**config.mk**
```make
export PLATFORM = sky130hd
export DESIGN_NAME = mfrd_seq_flat
export DESIGN_NICKNAME = d
export VERILOG_FILES = /design/src/rtl/mfrd_pkg.sv /design/src/rtl/mfrd_ifs.sv /design/src/rtl/mfrd_seq.sv /design/src/flat_wrapper.sv
export SDC_FILE = /design/constraint.sdc
export NUM_CORES = 1
export LEC_CHECK = 0
export CAP_MARGIN = 10
export CELL_PAD_IN_SITES_DETAIL_PLACEMENT = 1
export CELL_PAD_IN_SITES_GLOBAL_PLACEMENT = 1
export CORE_MARGIN = 3
export CORE_UTILIZATION = 50
export CTS_CLUSTER_DIAMETER = 60
export DETAILED_ROUTE_END_ITERATION = 8
export DONT_BUFFER_PORTS = 1
export GPL_TIMING_DRIVEN = 0
export PLACE_DENSITY_LB_ADDON = 0.1
export SYNTH_ARGS = -nofsm -noshare
export SYNTH_HDL_FRONTEND = slang
export SYNTH_SLANG_ARGS = --single-unit
```
**constraint.sdc**
```tcl
create_clock -name clk_i -period 4.5 [get_ports clk_i]
set_input_delay 0.45 -clock clk_i [delete_from_list [all_inputs] [get_ports clk_i]]
set_output_delay 0.45 -clock clk_i [all_outputs]
set_load 0.02 [all_outputs]
```
**src/rtl/mfrd_pkg.sv**
```systemverilog
`default_nettype none
package mfrd_pkg;

  localparam int unsigned PANEL_WIDTH  = 240;
  localparam int unsigned PANEL_HEIGHT = 160;
  localparam int unsigned PIXEL_TOTAL  = PANEL_WIDTH * PANEL_HEIGHT;
  localparam int unsigned WORD_BITS    = 32;
  localparam int unsigned STORE_WORDS  = (PIXEL_TOTAL + WORD_BITS - 1) / WORD_BITS;
  localparam int unsigned ADDR_W       = $clog2(STORE_WORDS);
  localparam int unsigned BIT_W        = $clog2(WORD_BITS);
  localparam int unsigned COORD_W      = 8;
  localparam int unsigned FUNC_W       = 3;
  localparam int unsigned GROUP_W      = 14;
  localparam int unsigned GROUP_LEN    = 3;
  // pixel index reach of a group read: last group, last pixel
  localparam int unsigned PIX_W        = $clog2(((1 << GROUP_W) - 1) * GROUP_LEN + GROUP_LEN);
  localparam int unsigned DWORD_W      = 16;

  localparam logic [DWORD_W-1:0] WORD_PIX0 = 16'hF800;
  localparam logic [DWORD_W-1:0] WORD_PIX1 = 16'h0780;
  localparam logic [DWORD_W-1:0] WORD_PIX2 = 16'h001F;

  typedef enum logic [FUNC_W-1:0] {
    FUNC_PIXEL   = 3'd0,
    FUNC_OUTLINE = 3'd1,
    FUNC_FILL    = 3'd2,
    FUNC_CLEAR   = 3'd3,
    FUNC_READ    = 3'd4
  } func_e;

  typedef enum logic [2:0] {
    ST_CLEAR,
    ST_IDLE,
    ST_SETUP,
    ST_RD,
    ST_WR,
    ST_CHK,
    ST_DONE
  } state_e;

  typedef struct packed {
    logic                 rd;
    logic                 wr;
    logic [ADDR_W-1:0]    addr;
    logic [WORD_BITS-1:0] wdata;
  } mem_req_t;

  typedef struct packed {
    logic               valid;
    logic [DWORD_W-1:0] display_word;
    logic               clipped;
  } result_t;

  // panel word contribution of pixel k within a group
  function automatic logic [DWORD_W-1:0] group_pattern(input logic [1:0] k);
    logic [DWORD_W-1:0] p;
    case (k)
      2'd0:    p = WORD_PIX0;
      2'd1:    p = WORD_PIX1;
      2'd2:    p = WORD_PIX2;
      default: p = '0;
    endcase
    return p;
  endfunction

endpackage
`default_nettype wire

```
**src/rtl/mfrd_ifs.sv**
```systemverilog
`default_nettype none
interface mfrd_cmd_if;
  logic                                valid;
  logic                                ready;
  logic [mfrd_pkg::FUNC_W-1:0]         func;
  logic [mfrd_pkg::COORD_W-1:0]        x_first;
  logic [mfrd_pkg::COORD_W-1:0]        y_first;
  logic [mfrd_pkg::COORD_W-1:0]        x_second;
  logic [mfrd_pkg::COORD_W-1:0]        y_second;
  logic                                color;
  logic [mfrd_pkg::GROUP_W-1:0]        group_index;

  modport source (output valid, func, x_first, y_first, x_second, y_second, color,
                  group_index, input ready);
  modport sink   (input valid, func, x_first, y_first, x_second, y_second, color,
                  group_index, output ready);
endinterface

`default_nettype wire

```
**src/rtl/mfrd_seq.sv**
```systemverilog
`default_nettype none
module mfrd_seq (
  input  logic                            clk_i,
  input  logic                            rst_ni,
  mfrd_cmd_if.sink                        cmd_i,
  input  logic                            out_free_i,
  input  logic [mfrd_pkg::WORD_BITS-1:0]  rdata_i,
  output mfrd_pkg::mem_req_t              mem_req_o,
  output mfrd_pkg::result_t               result_o
);

  localparam logic [mfrd_pkg::COORD_W-1:0] W_C =
    mfrd_pkg::COORD_W'(mfrd_pkg::PANEL_WIDTH);
  localparam logic [mfrd_pkg::COORD_W-1:0] H_C =
    mfrd_pkg::COORD_W'(mfrd_pkg::PANEL_HEIGHT);
  localparam logic [mfrd_pkg::PIX_W-1:0] TOTAL_C =
    mfrd_pkg::PIX_W'(mfrd_pkg::PIXEL_TOTAL);
  localparam logic [mfrd_pkg::ADDR_W-1:0] CLR_LAST_C =
    mfrd_pkg::ADDR_W'(mfrd_pkg::STORE_WORDS - 1);
  localparam logic [mfrd_pkg::COORD_W-1:0] GROUP_LAST_C =
    mfrd_pkg::COORD_W'(mfrd_pkg::GROUP_LEN - 1);

  mfrd_pkg::state_e state_q, state_d;
  mfrd_pkg::func_e  func_q;

  logic [mfrd_pkg::COORD_W-1:0]   x0_q, x1_q, y0_q, y1_q, xe_q, ye_q, x_q, y_q;
  logic                           fill_q, color_q, hit_q, clipped_q, clr_cmd_q;
  logic [mfrd_pkg::PIX_W-1:0]     base_q;
  logic [mfrd_pkg::BIT_W-1:0]     bit_q;
  logic [mfrd_pkg::ADDR_W-1:0]    addr_q, clr_q;
  logic [mfrd_pkg::DWORD_W-1:0]   word_q;

  logic                           accept;
  logic [mfrd_pkg::COORD_W-1:0]   xa, xb, ya, yb;
  logic [mfrd_pkg::PIX_W-1:0]     pix, tri3;
  logic                           pix_in, edge_row, row_end, last_row;
  logic [mfrd_pkg::WORD_BITS-1:0] bit_mask;

  assign cmd_i.ready = (state_q == mfrd_pkg::ST_IDLE);
  assign accept      = cmd_i.valid && cmd_i.ready;

  assign xa = cmd_i.x_first;
  assign ya = cmd_i.y_first;
  assign xb = cmd_i.x_second;
  assign yb = cmd_i.y_second;

  // shared pixel address adder: row base plus column (or group base plus offset)
  assign pix      = base_q + mfrd_pkg::PIX_W'(x_q);
  assign pix_in   = pix < TOTAL_C;
  assign tri3     = base_q + {base_q[mfrd_pkg::PIX_W-2:0], 1'b0};
  assign bit_mask = mfrd_pkg::WORD_BITS'(1) << bit_q;

  // outline middle rows visit only first and last column
  assign edge_row = fill_q || (y_q == y0_q) || (y_q == y1_q);
  assign row_end  = (x_q == xe_q) || (!edge_row && (x1_q != xe_q));
  assign last_row = (y_q == ye_q);

  always_ff @(posedge clk_i or negedge rst_ni) begin
    if (!rst_ni) begin
      state_q   <= mfrd_pkg::ST_CLEAR;
      clr_q     <= '0;
      clr_cmd_q <= 1'b0;
    end else begin
      state_q <= state_d;
      if (accept) begin
        clr_q     <= '0;
        clr_cmd_q <= 1'b1;
      end else if (state_q == mfrd_pkg::ST_CLEAR) begin
        clr_q <= clr_q + 1'b1;
      end
    end
  end

  always_ff @(posedge clk_i) begin
    case (state_q)
      mfrd_pkg::ST_IDLE: begin
        if (accept) begin
          func_q    <= mfrd_pkg::func_e'(cmd_i.func);
          fill_q    <= (cmd_i.func != mfrd_pkg::FUNC_OUTLINE);
          color_q   <= cmd_i.color;
          word_q    <= '0;
          clipped_q <= 1'b0;
          base_q    <= mfrd_pkg::PIX_W'(cmd_i.group_index);
          if (cmd_i.func == mfrd_pkg::FUNC_PIXEL) begin
            x0_q <= xa;
            x1_q <= xa;
            y0_q <= ya;
            y1_q <= ya;
          end else begin
            x0_q <= (xa < xb) ? xa : xb;
            x1_q <= (xa < xb) ? xb : xa;
            y0_q <= (ya < yb) ? ya : yb;
            y1_q <= (ya < yb) ? yb : ya;
          end
        end
      end
      mfrd_pkg::ST_SETUP: begin
        if (func_q == mfrd_pkg::FUNC_READ) begin
          base_q    <= tri3;
          x_q       <= '0;
          clipped_q <= tri3 >= (TOTAL_C - mfrd_pkg::PIX_W'(mfrd_pkg::GROUP_LEN - 1));
        end else if (func_q == mfrd_pkg::FUNC_PIXEL || func_q == mfrd_pkg::FUNC_OUTLINE
                     || func_q == mfrd_pkg::FUNC_FILL) begin
          base_q    <= mfrd_pkg::PIX_W'(y0_q) * mfrd_pkg::PIX_W'(mfrd_pkg::PANEL_WIDTH);
          x_q       <= x0_q;
          y_q       <= y0_q;
          xe_q      <= (x1_q >= W_C) ? (W_C - 1'b1) : x1_q;
          ye_q      <= (y1_q >= H_C) ? (H_C - 1'b1) : y1_q;
          clipped_q <= (x1_q >= W_C) || (y1_q >= H_C);
        end
      end
      mfrd_pkg::ST_RD: begin
        bit_q  <= pix[mfrd_pkg::BIT_W-1:0];
        addr_q <= pix[mfrd_pkg::BIT_W +: mfrd_pkg::ADDR_W];
        hit_q  <= pix_in;
      end
      mfrd_pkg::ST_CHK: begin
        if (hit_q && rdata_i[bit_q]) begin
          word_q <= word_q | mfrd_pkg::group_pattern(x_q[1:0]);
        end
        x_q <= x_q + 1'b1;
      end
      mfrd_pkg::ST_WR: begin
        if (row_end) begin
          x_q    <= x0_q;
          y_q    <= y_q + 1'b1;
          base_q <= base_q + mfrd_pkg::PIX_W'(mfrd_pkg::PANEL_WIDTH);
        end else begin
          x_q <= edge_row ? (x_q + 1'b1) : x1_q;
        end
      end
      default: begin
      end
    endcase
  end

  always_comb begin
    state_d         = state_q;
    mem_req_o       = '0;
    result_o        = '0;
    result_o.display_word = word_q;
    result_o.clipped      = clipped_q;
    case (state_q)
      mfrd_pkg::ST_CLEAR: begin
        mem_req_o.wr   = 1'b1;
        mem_req_o.addr = clr_q;
        if (clr_q == CLR_LAST_C) begin
          state_d = clr_cmd_q ? mfrd_pkg::ST_DONE : mfrd_pkg::ST_IDLE;
        end
      end
      mfrd_pkg::ST_IDLE: begin
        if (accept) begin
          state_d = mfrd_pkg::ST_SETUP;
        end
      end
      mfrd_pkg::ST_SETUP: begin
        case (func_q)
          mfrd_pkg::FUNC_READ:  state_d = mfrd_pkg::ST_RD;
          mfrd_pkg::FUNC_CLEAR: state_d = mfrd_pkg::ST_CLEAR;
          mfrd_pkg::FUNC_PIXEL, mfrd_pkg::FUNC_OUTLINE, mfrd_pkg::FUNC_FILL: begin
            state_d = ((x0_q < W_C) && (y0_q < H_C)) ? mfrd_pkg::ST_RD : mfrd_pkg::ST_DONE;
          end
          default: state_d = mfrd_pkg::ST_DONE;
        endcase
      end
      mfrd_pkg::ST_RD: begin
        mem_req_o.rd   = (func_q == mfrd_pkg::FUNC_READ) ? pix_in : 1'b1;
        mem_req_o.addr = pix[mfrd_pkg::BIT_W +: mfrd_pkg::ADDR_W];
        state_d = (func_q == mfrd_pkg::FUNC_READ) ? mfrd_pkg::ST_CHK : mfrd_pkg::ST_WR;
      end
      mfrd_pkg::ST_CHK: begin
        state_d = (x_q == GROUP_LAST_C) ? mfrd_pkg::ST_DONE : mfrd_pkg::ST_RD;
      end
      mfrd_pkg::ST_WR: begin
        mem_req_o.wr    = 1'b1;
        mem_req_o.addr  = addr_q;
        mem_req_o.wdata = color_q ? (rdata_i | bit_mask) : (rdata_i & ~bit_mask);
        state_d = (row_end && last_row) ? mfrd_pkg::ST_DONE : mfrd_pkg::ST_RD;
      end
      mfrd_pkg::ST_DONE: begin
        if (out_free_i) begin
          result_o.valid = 1'b1;
          state_d        = mfrd_pkg::ST_IDLE;
        end
      end
      default: state_d = mfrd_pkg::ST_IDLE;
    endcase
  end

endmodule
`default_nettype wire

```
**src/flat_wrapper.sv**
```systemverilog
// flat-port wrapper written by rule: the top's interface ports become plain ports
module mfrd_seq_flat 
  (clk_i, rst_ni, out_free_i, rdata_i, mem_req_o, result_o, cmd_i_valid, cmd_i_func, cmd_i_x_first, cmd_i_y_first, cmd_i_x_second, cmd_i_y_second, cmd_i_color, cmd_i_group_index, cmd_i_ready);
  mfrd_cmd_if cmd_i_i ();
  input  logic clk_i;
  input  logic rst_ni;
  input  logic out_free_i;
  input  logic [mfrd_pkg::WORD_BITS-1:0] rdata_i;
  output mfrd_pkg::mem_req_t mem_req_o;
  output mfrd_pkg::result_t result_o;
  input wire logic [$bits(cmd_i_i.valid)-1:0] cmd_i_valid;
  input wire logic [$bits(cmd_i_i.func)-1:0] cmd_i_func;
  input wire logic [$bits(cmd_i_i.x_first)-1:0] cmd_i_x_first;
  input wire logic [$bits(cmd_i_i.y_first)-1:0] cmd_i_y_first;
  input wire logic [$bits(cmd_i_i.x_second)-1:0] cmd_i_x_second;
  input wire logic [$bits(cmd_i_i.y_second)-1:0] cmd_i_y_second;
  input wire logic [$bits(cmd_i_i.color)-1:0] cmd_i_color;
  input wire logic [$bits(cmd_i_i.group_index)-1:0] cmd_i_group_index;
  output wire logic [$bits(cmd_i_i.ready)-1:0] cmd_i_ready;
  assign cmd_i_i.valid = cmd_i_valid;
  assign cmd_i_i.func = cmd_i_func;
  assign cmd_i_i.x_first = cmd_i_x_first;
  assign cmd_i_i.y_first = cmd_i_y_first;
  assign cmd_i_i.x_second = cmd_i_x_second;
  assign cmd_i_i.y_second = cmd_i_y_second;
  assign cmd_i_i.color = cmd_i_color;
  assign cmd_i_i.group_index = cmd_i_group_index;
  assign cmd_i_ready = cmd_i_i.ready;
  mfrd_seq u_core (.clk_i(clk_i), .rst_ni(rst_ni), .cmd_i(cmd_i_i), .out_free_i(out_free_i), .rdata_i(rdata_i), .mem_req_o(mem_req_o), .result_o(result_o));
endmodule
```
# Word level (Yosys, flattened, before mapping)
# Cells that the tools add are included.
[totals]
reg_bits = 134
latchBits = 0
ram_bits = 0
rom_bits = 0
n_memories = 0
[classes]
addsub = 6
mul = 1
div_mod_pow = 0
order_cmp = 9
eq_ne = 28
shifts = 1
mux = 54
bitwise = 5
reduce_logical = 32
[op_table]
columns = ["cell", "count"]
rows = [
  ["2-to-1 mux 16 bit", 8],
  ["2-to-1 mux 8 bit", 15],
  ["case mux 16 bit (3 select lines)", 2],
  ["2-to-1 mux 32 bit", 2],
  ["case mux 11 bit (3 select lines)", 1],
  ["AND 32 bit", 1],
  ["== test 8 bit", 4],
  ["NOT 32 bit", 1],
  ["OR 32 bit", 1],
  ["case mux 16 bit (2 select lines)", 1],
  ["left shift 1 x 5 -> 32 bit, first input constant", 1],
  ["case mux 8 bit (3 select lines)", 1],
  ["2-to-1 mux 11 bit", 2],
  ["2-to-1 mux 3 bit", 7],
  ["case mux 3 bit (7 select lines)", 1],
  ["adder 16 bit", 1],
  ["adder 16 x 8 -> 16 bit", 1],
  ["adder 16 x 8 -> 16 bit, second input constant", 1],
  ["adder 8 x 1 -> 8 bit, second input constant", 2],
  [">= comparator 16 bit, second input constant", 1],
  [">= comparator 8 bit, second input constant", 2],
  ["< comparator 16 bit, second input constant", 1],
  ["< comparator 8 bit", 2],
  ["< comparator 8 bit, second input constant", 2],
  ["other kinds (33)", 75],
]

# Logic depth before layout (Yosys ltp)
[depth]
word_depth = 9
depth_mapped = 13
mapped_depth_nobuf = 13

# Worst setup path after synthesis
# Ideal clock, no wire load.
[synth_timing]
path_type = "flip-flop to flip-flop"
startpoint = "register u_core.y0_q[0] in the netlist's numbering"
endpoint = "register u_core.base_q[15] in the netlist's numbering (data pin)"
arrival_time_ns = 3.137
required_ns = 4.230
slack_ns = 1.093
path_stages_with_launch = 14
synth_period_minus_slack_ns = 3.407
path_cell_list = "edfxtp_1 -> fa_1 -> inv_1 -> fa_1 -> inv_1 -> ha_1 -> a21o_1 -> a211oi_1 -> nor2_1 -> o41ai_1 -> o21ai_1 -> xor2_1 -> nand2_1 -> o211ai_1"
[synth_via]
elab_chain_cells = 4
[synth_rtl]
columns = ["item", "line_no", "source"]
rows = [
  ["start: declaration", "mfrd_seq.sv:26", "logic [mfrd_pkg::COORD_W-1:0] x0_q, x1_q, y0_q, y1_q, xe_q, ye_q, x_q, y_q;"],
  ["start signal: assignment", "mfrd_seq.sv:87", "y0_q <= ya;"],
  ["start signal: assignment", "mfrd_seq.sv:92", "y0_q <= (ya < yb) ? ya : yb;"],
  ["multiplier 8 x 4 -> 12 bit", "mfrd_seq.sv:104", "base_q <= mfrd_pkg::PIX_W'(y0_q) * mfrd_pkg::PIX_W'(mfrd_pkg::PANEL_WIDTH);"],
  ["2-to-1 mux 16 bit", "mfrd_seq.sv:102", "end else if (func_q == mfrd_pkg::FUNC_PIXEL || func_q == mfrd_pkg::FUNC_OUTLINE"],
  ["2-to-1 mux 16 bit", "mfrd_seq.sv:98", "if (func_q == mfrd_pkg::FUNC_READ) begin"],
  ["case mux 16 bit (3 select lines)", "mfrd_seq.sv:75", "case (state_q)"],
  ["end signal: assignment", "mfrd_seq.sv:83", "base_q <= mfrd_pkg::PIX_W'(cmd_i.group_index);"],
  ["end signal: assignment", "mfrd_seq.sv:99", "base_q <= tri3;"],
  ["end signal: assignment", "mfrd_seq.sv:104", ""],
  ["end: declaration", "mfrd_seq.sv:28", "logic [mfrd_pkg::PIX_W-1:0] base_q;"],
]
# Every way passes these cells. The select of a mux whose other input is x is not followed.
# A chain may end at the register's enable or synchronous reset.

==> out/metrics.cfg <==
[drt]
drcViolationCount = 0
wl_per_cell_um = 21.4
vias = 8190
drt-initial-drc-count = 369
antenna_left = 0
routed_wl_um = 29600
via_per_inst = 5.94
first_pass_iters = 4

[sta]
tns_ps = 0
worstMarginPinSlew_ps = 1090
fin_skew_ps = 19.2
fin_crit_ps = 3950
rsz0062_at_grt = false
finalCritPeriodShare_pct = 87.7
finalMaxSlewViolations = 0
fmax_mhz = 253
hold_viol_final = 0
setup_viol = 0
slew_headroom_pct = 26.3

[placed_design]
gp_congestion = 0.934
hpwl_um = 22600
io_buffers = 0

[global_route]
grt_pass1_wl_um = 46600
first_global_vias = 8600
grt_start_max_net_pins = 39
grt_antenna_before_repair = 1
grt_use_total_pct = 26.8
grt_overflow = 0

[power]
powerDensity_mw_per_mm2 = 733
p_sw_share_pct = 46.9
internal_power_w = 0.00437
report.power.total_w = 0.00823
power_switching_w = 0.00386
clkPwrFrac_pct = 17.6
p_leak_nw = 4.36
p_comb_share_pct = 54.6
ir_drop_mv = 0.379
seq_power_share_pct = 27.8

[clocking]
clk_latency_ps = 440
numCtsBuffers = 17
clock_sinks = 132
root_buffer = clkbuf_16
clock_path_buffers = 2
clk_pin_slew_ps = 70
htreeDepth = 4
cts_tree = done

[yosys]
yosys.area_share.xor_xnor_pct = 8.61
synth_ff_type = edfxtp_1
syn_inst = 1076
synth_area_mm2 = 0.0102
synth-adder-area-share_pct = 10.6
yosysWarnings = 0
ys_types = 76
netlist_top_cells_count = 119 x nand2_1, 117 x edfxtp_1, 107 x nor2_1
synth-seq-cells = 132
synth_top_family_by_area = simple AND/OR/NAND/NOR gates
synth.most_common_cell = nand2_1
yosys.area_share.simple_pct = 17.4
avgSynthCellArea_um2 = 9.50
netlist_top_cells_area = edfxtp_1 34%, ha_1 7.7%, nand2_1 4.4%
synth-compound-area-share_pct = 12.5
yosysTopAreaCell = edfxtp_1
seq_area_frac_synth_pct = 38.0
async_flop_share_pct = 11.4
synthDominantCellAreaShare_pct = 34.4
synth_edf_count = 117
synthMuxAreaShare_pct = 7.98

[cells_and_area]
drive_gt1_share_pct = 6.92
fill_cells = 2227
multiInputGateArea_mm2 = 0.00585
syn_to_final_growth_pct = 9.85
finalNetCount = 1264
ff_latch_area_mm2 = 0.00389

[worst_setup_path]
slowest_stage = edfxtp_1
crit_type = reg2out
crit_path_max_incr_delay_ps = 610
cp-end-kind = output pin
critical_path_required_ps = 4050
crit_family = compound AO/OA/AOI/OAI gates
crit_chain = ha_1 -> inv_1 -> fa_1 -> nor2b_1 -> o2111ai_1 -> nand4_1 -> nand3_1 -> xor2_1 -> o21ai_0 -> a31oi_2 -> o21a_1
crit_fanout = 8
crit_arrival_ps = 3500
worst-path-buf-inv = 1
crit_path_start_kind = register

[flow_run]
max-cap-violations = 0

[floorplan]
design.die.area_mm2 = 0.0222
die_h_um = 149
core_mm2 = 0.0198
start_util_pct = 51.7
die_width_um = 149
io_pins = 150
num_rows = 51

[run_status]
status = complete, no violations

[hold_path]
hp-class = in2reg

per-layer routing:
metal | wire length [um] | vias up | global-route usage (%)
met4 | 796 | 0 | 8.70
met2 | 14900 | 200 | 47.3
met5 | 0 | - | 0
li1 | - | 3881 | -
met1 | 12400 | 4059 | 32.9
met3 | 1450 | 50 | 5.47
timing repair:
| item | CTS | global route |
|---|---|---|
| buffers inserted | 0 | 0 |
| hold buffers | 1 | 0 |
| endpoints found under the hold margin | 15 | 0 |
| gates resized for setup | 0 | 0 |
sequential cells by signal, indices dropped and copies added (netlist names):
| signal | flops |
|---|---|
| u_core.bit_q | 5 |
| u_core.clr_q | 11 |
| u_core.hit_q | 1 |
| u_core.x1_q | 8 |
| u_core.y1_q | 8 |
| u_core.clr_cmd_q | 1 |
| u_core.y_q | 8 |
| u_core.base_q | 16 |
| u_core.x0_q | 8 |
| u_core.color_q | 1 |
| u_core.y0_q | 8 |
| u_core.x_q | 8 |
| u_core.state_q | 3 |
| u_core.fill_q | 1 |
| u_core.addr_q | 11 |
| u_core.clipped_q | 1 |
| u_core.ye_q | 8 |
| u_core.xe_q | 8 |
| u_core.word_q | 14 |
| u_core.func_q | 3 |
stage by stage:
stage / hold slack (ps) / cells / instance area [um^2] / util (%) / setup slack (ps)
floorplan: 154 / 1077 / 10200 / - / 1090
global placement: 155 / 1342 / 10600 / 53.4 / 262
detailed placement: 155 / 1343 / 10600 / 53.5 / 588
CTS: 89.7 / 1376 / 11200 / 56.6 / 570
global route: 84.5 / 1379 / 11200 / 56.8 / 241
finish: 104 / 1379 / 11200 / 56.8 / 552
final timing paths:
check                                 start                 to  slack (ps)  cells after the start
setup / recovery              u_core.x_q[0]      mem_req_o[44]         550                     11
min in group asynchronous            rst_ni    u_core.clr_q[8]         510                      1
setup reg to reg             u_core.y0_q[0]  u_core.base_q[15]         550                     13
hold reg to reg            u_core.clr_cmd_q   u_core.clr_cmd_q         530                      1
hold / removal                cmd_i_func[0]   u_core.func_q[0]         100                      0
max in group asynchronous            rst_ni  u_core.state_q[0]        3540                      1
layout by cell type, fill, tap and decap left out, drive strengths merged, types with 23 or more instances in the layout:
cell type | Yosys | routed
mux2 | 32 | 32
xor2 | 51 | 51
xnor2 | 47 | 47
edfxtp | 117 | 117
nor2 | 107 | 107
nand3 | 40 | 40
a21oi | 57 | 57
mux2i | 23 | 23
o21ai | 64 | 64
ha | 63 | 63
nand2 | 120 | 120
clkbuf | 35 | 52
nor3 | 26 | 26
inv | 74 | 82
cell type report:
cell class	instances	share of cell area, %
multi-input cells	819	52.1
flip-flops and latches	132	34.6
clock buffers	17	3.79
well taps	265	2.95
inverters	74	2.47
plain buffers	52	1.96
clock inverters	15	1.66
repair buffers	4	0.468
diodes	1	0.0223
power groups by stage:
stage	clock, W	sequential [W]	combinational (W)
after floorplan	0	0.00215	0.00339
after global placement	0	0.00230	0.00425
after detailed placement	0	0.00231	0.00439
after CTS	0.00147	0.00229	0.00446
after global routing	0.00152	0.00232	0.00497
final	0.00145	0.00229	0.00450
kinds of logic (layout without fill, tap and decap cells):
kind of cell | Yosys count | in the layout
multiplexers | 65 | 65
buffers and inverters | 126 | 162
other | 1 | 3
XOR/XNOR | 98 | 98
adder cells (fa/ha/maj) | 78 | 78
AO/OA/AOI/OAI | 196 | 196
AND/OR/NAND/NOR | 380 | 380
flip-flops | 132 | 132
No activity file was read; power rests on OpenSTA's default activity.
